File: src/rtl/core/bsa_ram.sv
// Generic single-port RAM with registered read data.
module bsa_ram #(
  parameter int WIDTH = 8,
  parameter int DEPTH = 16
) (
  input  logic                     clk,
  input  logic                     we,
  input  logic [$clog2(DEPTH)-1:0] addr,
  input  logic [WIDTH-1:0]         wdata,
  output logic [WIDTH-1:0]         rdata
);

  logic [WIDTH-1:0] mem [DEPTH];
  logic [WIDTH-1:0] rdata_r;

  always_ff @(posedge clk) begin
    if (we) begin
      mem[addr] <= wdata;
    end
    rdata_r <= mem[addr];
  end

  assign rdata = rdata_r;

endmodule
File: config.mk
export PLATFORM = sky130hd
export DESIGN_NAME = bsa_ram
export DESIGN_NICKNAME = d
export VERILOG_FILES = /design/src/rtl/core/bsa_ram.sv
export SDC_FILE = /design/constraint.sdc
export NUM_CORES = 1
export LEC_CHECK = 0
export ABC_AREA = 0
export BUFFER_PORTS_ARGS = -buffer_cell sky130_fd_sc_hd__buf_2
export CAP_MARGIN = 20
export CORE_ASPECT_RATIO = 0.75
export CORE_MARGIN = 4
export CORE_UTILIZATION = 35
export CTS_CLUSTER_SIZE = 24
export DETAILED_ROUTE_END_ITERATION = 16
export HOLD_SLACK_MARGIN = 0.15
export SETUP_SLACK_MARGIN = 0.4
export SKIP_CTS_REPAIR_TIMING = 1
export SYNTH_ARGS = -nofsm -noshare
export SYNTH_HDL_FRONTEND = slang
export SYNTH_SLANG_ARGS = --single-unit
export TNS_END_PERCENT = 10
File: constraint.sdc
create_clock -name clk -period 3.2 [get_ports clk]
set_input_delay 0.64 -clock clk [delete_from_list [all_inputs] [get_ports clk]]
set_output_delay 0.64 -clock clk [all_outputs]
set_load 0.01 [all_outputs]
==> metrics.txt <==
# TYPE chip_impl_metric gauge
chip_impl_info{name="outcome",value="completed"} 1
chip_impl_metric{name="final-max-slew-violation-count",unit=""} 0
chip_impl_metric{name="syn-instance-count",unit=""} 230
chip_impl_info{name="hp-class",value="in2reg"} 1
chip_impl_info{name="synth_most_common_cell",value="sky130_fd_sc_hd__edfxtp_1"} 1
chip_impl_metric{name="syn_area",unit="µm²"} 5067
chip_impl_info{name="worst_setup_path_start_kind",value="input pin"} 1
chip_impl_metric{name="yosys.area_share.simple",unit="%"} 3.210
chip_impl_metric{name="grt_pass1_vias",unit=""} 2583
chip_impl_metric{name="path_depth_of_the_worst_reg2reg_path",unit=""} 3
chip_impl_info{name="critPathCaptureType",value="flop"} 1
chip_impl_metric{name="yosysSeqAreaShare",unit="%"} 79.01
chip_impl_metric{name="internal_power",unit="µW"} 3373
chip_impl_info{name="rsz0062_at_grt",value="no"} 1
chip_impl_metric{name="power_density",unit="nW/µm²"} 693.8
chip_impl_metric{name="ys_async_sr_fraction",unit="%"} 0
chip_impl_metric{name="drcViolationCount",unit=""} 0
chip_impl_metric{name="postSynthRegisterBits",unit=""} 136
chip_impl_metric{name="setup_tns",unit="ns"} 0
chip_impl_metric{name="io_pins",unit=""} 22
chip_impl_info{name="combinational_family_with_the_most_area_after_synthesis",value="multiplexers"} 1
chip_impl_metric{name="dieWidth",unit="µm"} 146.9
chip_impl_metric{name="net-switching-power",unit="µW"} 849.1
chip_impl_metric{name="final.period_utilization",unit="%"} 64.76
chip_impl_info{name="tritoncts",value="yes"} 1
chip_impl_metric{name="synth-xor-area-share",unit="%"} 0
chip_impl_metric{name="clk_latency",unit="ns"} 0.41
chip_impl_metric{name="start_util",unit="%"} 36.37
chip_impl_metric{name="period_needed",unit="ns"} 2.072
chip_impl_metric{name="area_delta_synth_final",unit="%"} 20.10
chip_impl_metric{name="p_seq_share",unit="%"} 47.4
chip_impl_metric{name="detailedPlacementHpwl",unit="µm"} 6703
chip_impl_info{name="globalRoute.busiestLayer",value="met2"} 1
chip_impl_metric{name="yosys.area_share.adder",unit="%"} 0
chip_impl_metric{name="path_max_fanout",unit=""} 20
chip_impl_metric{name="cts_inserted_buffers",unit=""} 17
chip_impl_metric{name="dieHeight",unit="µm"} 112.2
chip_impl_info{name="cts_root_buffer",value="sky130_fd_sc_hd__clkbuf_16"} 1
chip_impl_metric{name="initial_antenna_violation_count",unit=""} 0
chip_impl_info{name="synth_top_cells_by_area",value="sky130_fd_sc_hd__edfxtp_1, sky130_fd_sc_hd__mux4_2, sky130_fd_sc_hd__dfxtp_1, sky130_fd_sc_hd__a22oi_1, sky130_fd_sc_hd__nor2_1"} 1
chip_impl_metric{name="dieArea",unit="µm²"} 16490
chip_impl_metric{name="worst_ir_drop_vdd",unit="µV"} 388.5
chip_impl_metric{name="achievable-frequency",unit="MHz"} 482.5
chip_impl_metric{name="synthesis.nets",unit=""} 244
chip_impl_metric{name="yosysUniqueCellTypes",unit=""} 18
chip_impl_metric{name="synth-compound-area-share",unit="%"} 2.370
chip_impl_metric{name="synth_area_per_cell",unit="µm²"} 22.03
chip_impl_metric{name="clkSlewWorstSetupHoldPaths",unit="ns"} 0.06
chip_impl_metric{name="tightest_slew",unit="ns"} 0.9805
chip_impl_metric{name="final_skew",unit="ns"} 0.007587
chip_impl_metric{name="finish.instance_area",unit="µm²"} 6086
chip_impl_metric{name="hold_viol_final",unit=""} 0
chip_impl_metric{name="post-layout-total-power",unit="µW"} 4223
chip_impl_metric{name="yosysTopAreaCellShare",unit="%"} 75.85
chip_impl_metric{name="grt_use_met2",unit="%"} 20.37
chip_impl_metric{name="detailed_place.area",unit="µm²"} 5459
chip_impl_metric{name="drt_iter0_markers",unit=""} 192
chip_impl_metric{name="synth_warnings",unit=""} 0
chip_impl_metric{name="layout.nets",unit=""} 285
chip_impl_metric{name="setup_viol",unit=""} 0
chip_impl_metric{name="core-area",unit="µm²"} 13930
chip_impl_metric{name="finalWeightedCongestion",unit=""} 0.7345
chip_impl_metric{name="cts_buffer_depth",unit=""} 2
chip_impl_metric{name="grt.overflow.total",unit=""} 0
chip_impl_metric{name="dp_cells",unit=""} 447
chip_impl_metric{name="stdcell_count",unit=""} 479
chip_impl_metric{name="worst-endpoint-required",unit="ns"} 3.22
chip_impl_metric{name="grt_usage",unit="%"} 13.21
chip_impl_info{name="post_synth_most_frequent_cells",value="sky130_fd_sc_hd__edfxtp_1, sky130_fd_sc_hd__mux4_2, sky130_fd_sc_hd__a22oi_1"} 1
chip_impl_metric{name="met1_usage",unit="%"} 18.19
chip_impl_metric{name="power.leakage",unit="µW"} 0.001974
chip_impl_metric{name="synth_edf_count",unit=""} 128
chip_impl_metric{name="avgRoutedWirePerCell",unit="µm"} 20.96
chip_impl_metric{name="postRouteWirelength",unit="µm"} 10040
chip_impl_info{name="path_class",value="in2reg"} 1
chip_impl_metric{name="floorplan.rows",unit=""} 37
chip_impl_metric{name="port_buffers",unit=""} 21
chip_impl_metric{name="detailedRoute.firstPassIterationCount",unit=""} 4
chip_impl_metric{name="maxCapViolations",unit=""} 0
chip_impl_metric{name="gr-usage-met3",unit="%"} 4.197
chip_impl_metric{name="worst_slew_margin_rel",unit="%"} 34.39
chip_impl_metric{name="arrival",unit="ns"} 2.10
chip_impl_metric{name="route.antenna.remaining_nets",unit=""} 0
chip_impl_info{name="synthDominantAreaCellType",value="sky130_fd_sc_hd__edfxtp_1"} 1
chip_impl_metric{name="power.clock.fraction",unit="%"} 48.1
chip_impl_metric{name="antenna-diode-count",unit=""} 0
chip_impl_metric{name="h-tree-depth",unit=""} 4
chip_impl_metric{name="comb_power_share",unit="%"} 4.5
chip_impl_metric{name="clock_sinks",unit=""} 136
chip_impl_metric{name="cell_depth_of_the_worst_min_delay_path",unit=""} 1
chip_impl_metric{name="grt_pass1_wl",unit="µm"} 15790
chip_impl_metric{name="portion_of_netlist_area_occupied_by_mux_cells",unit="%"} 14.22
chip_impl_metric{name="grt_max_degree",unit=""} 22
chip_impl_metric{name="vias_per_cell",unit=""} 4.937
chip_impl_metric{name="drive_gt1_share",unit="%"} 34.15
chip_impl_info{name="most_common_flop_cell_mapped_by_yosys",value="sky130_fd_sc_hd__edfxtp_1"} 1
chip_impl_metric{name="num_vias",unit=""} 2365
chip_impl_metric{name="final_util",unit="%"} 43.67
chip_impl_metric{name="power.share.switching",unit="%"} 20.11
==> power by group through the flow <==
stage	clock (µW)	combinational (µW)	sequential, µW
floorplan	0	103	2040
CTS	2060	193	2000
global placement	0	188	2040
finish	2030	188	2000
global route	2150	208	2010
detailed placement	0	193	2040
==> critical path, stage by stage <==
cell and delay [ns]:
sky130_fd_sc_hd__buf_2 0.40, sky130_fd_sc_hd__nand2b_1 0.25, sky130_fd_sc_hd__nor2_1 0.80
==> placed cells by master, fill, tap and decap left out, drive strengths merged, types with 5 or more instances in the layout <==
cell type	n
nand2	9
clkinvlp	5
dfxtp	8
mux4	32
nor2	13
buf	33
edfxtp	128
a22oi	16
clkbuf	17
==> sequential cells by signal, summed over array words and instances, names as in the netlist <==
| signal | cells |
|---|---|
| mem | 128 |
| rdata | 8 |
==> path summary, 6_finish.rpt <==
check | slack [ns] | end | start
max | 1.13 | mem[14][0]$_DFFE_PP_ | addr[1]
min | 0.63 | mem[4][4]$_DFFE_PP_ | wdata[4]
max reg2reg | 1.78 | rdata[5]$_DFF_P_ | mem[2][5]$_DFFE_PP_
min reg2reg | 0.68 | rdata[6]$_DFF_P_ | mem[15][6]$_DFFE_PP_
==> metal layers <==
metal / vias up / wire [µm]
met5: - / 0
met4: 0 / 110
met3: 11 / 724
met2: 73 / 4752
met1: 1235 / 4452
li1: 1046 / -
==> cell type report <==
cell class	count	area, µm²
Sequential cell	136	4004
Clock buffer	17	425.4
Clock inverter	15	201.4
Fill cell	1202	7849
Tap cell	195	244.0
Multi-Input combinational cell	83	1003
Timing Repair Buffer	33	207.7
==> stage by stage <==
stage	hold slack, ns	setup WS [ns]
after floorplan	0.6349	1.067
after global placement	0.6684	0.6986
after detailed placement	0.6672	0.6515
after CTS	0.6185	1.090
after global routing	0.6269	0.9900
final	0.6274	1.128
==> kinds of logic after synthesis <==
| group | count (synthesis) |
|---|---|
| DFF | 136 |
| and+or+nand+nor | 35 |
| muxes | 32 |
| AOI/OAI and AO/OA | 16 |
| buffers and inverters | 11 |
Note: power is estimated with default switching activity, not from simulation.
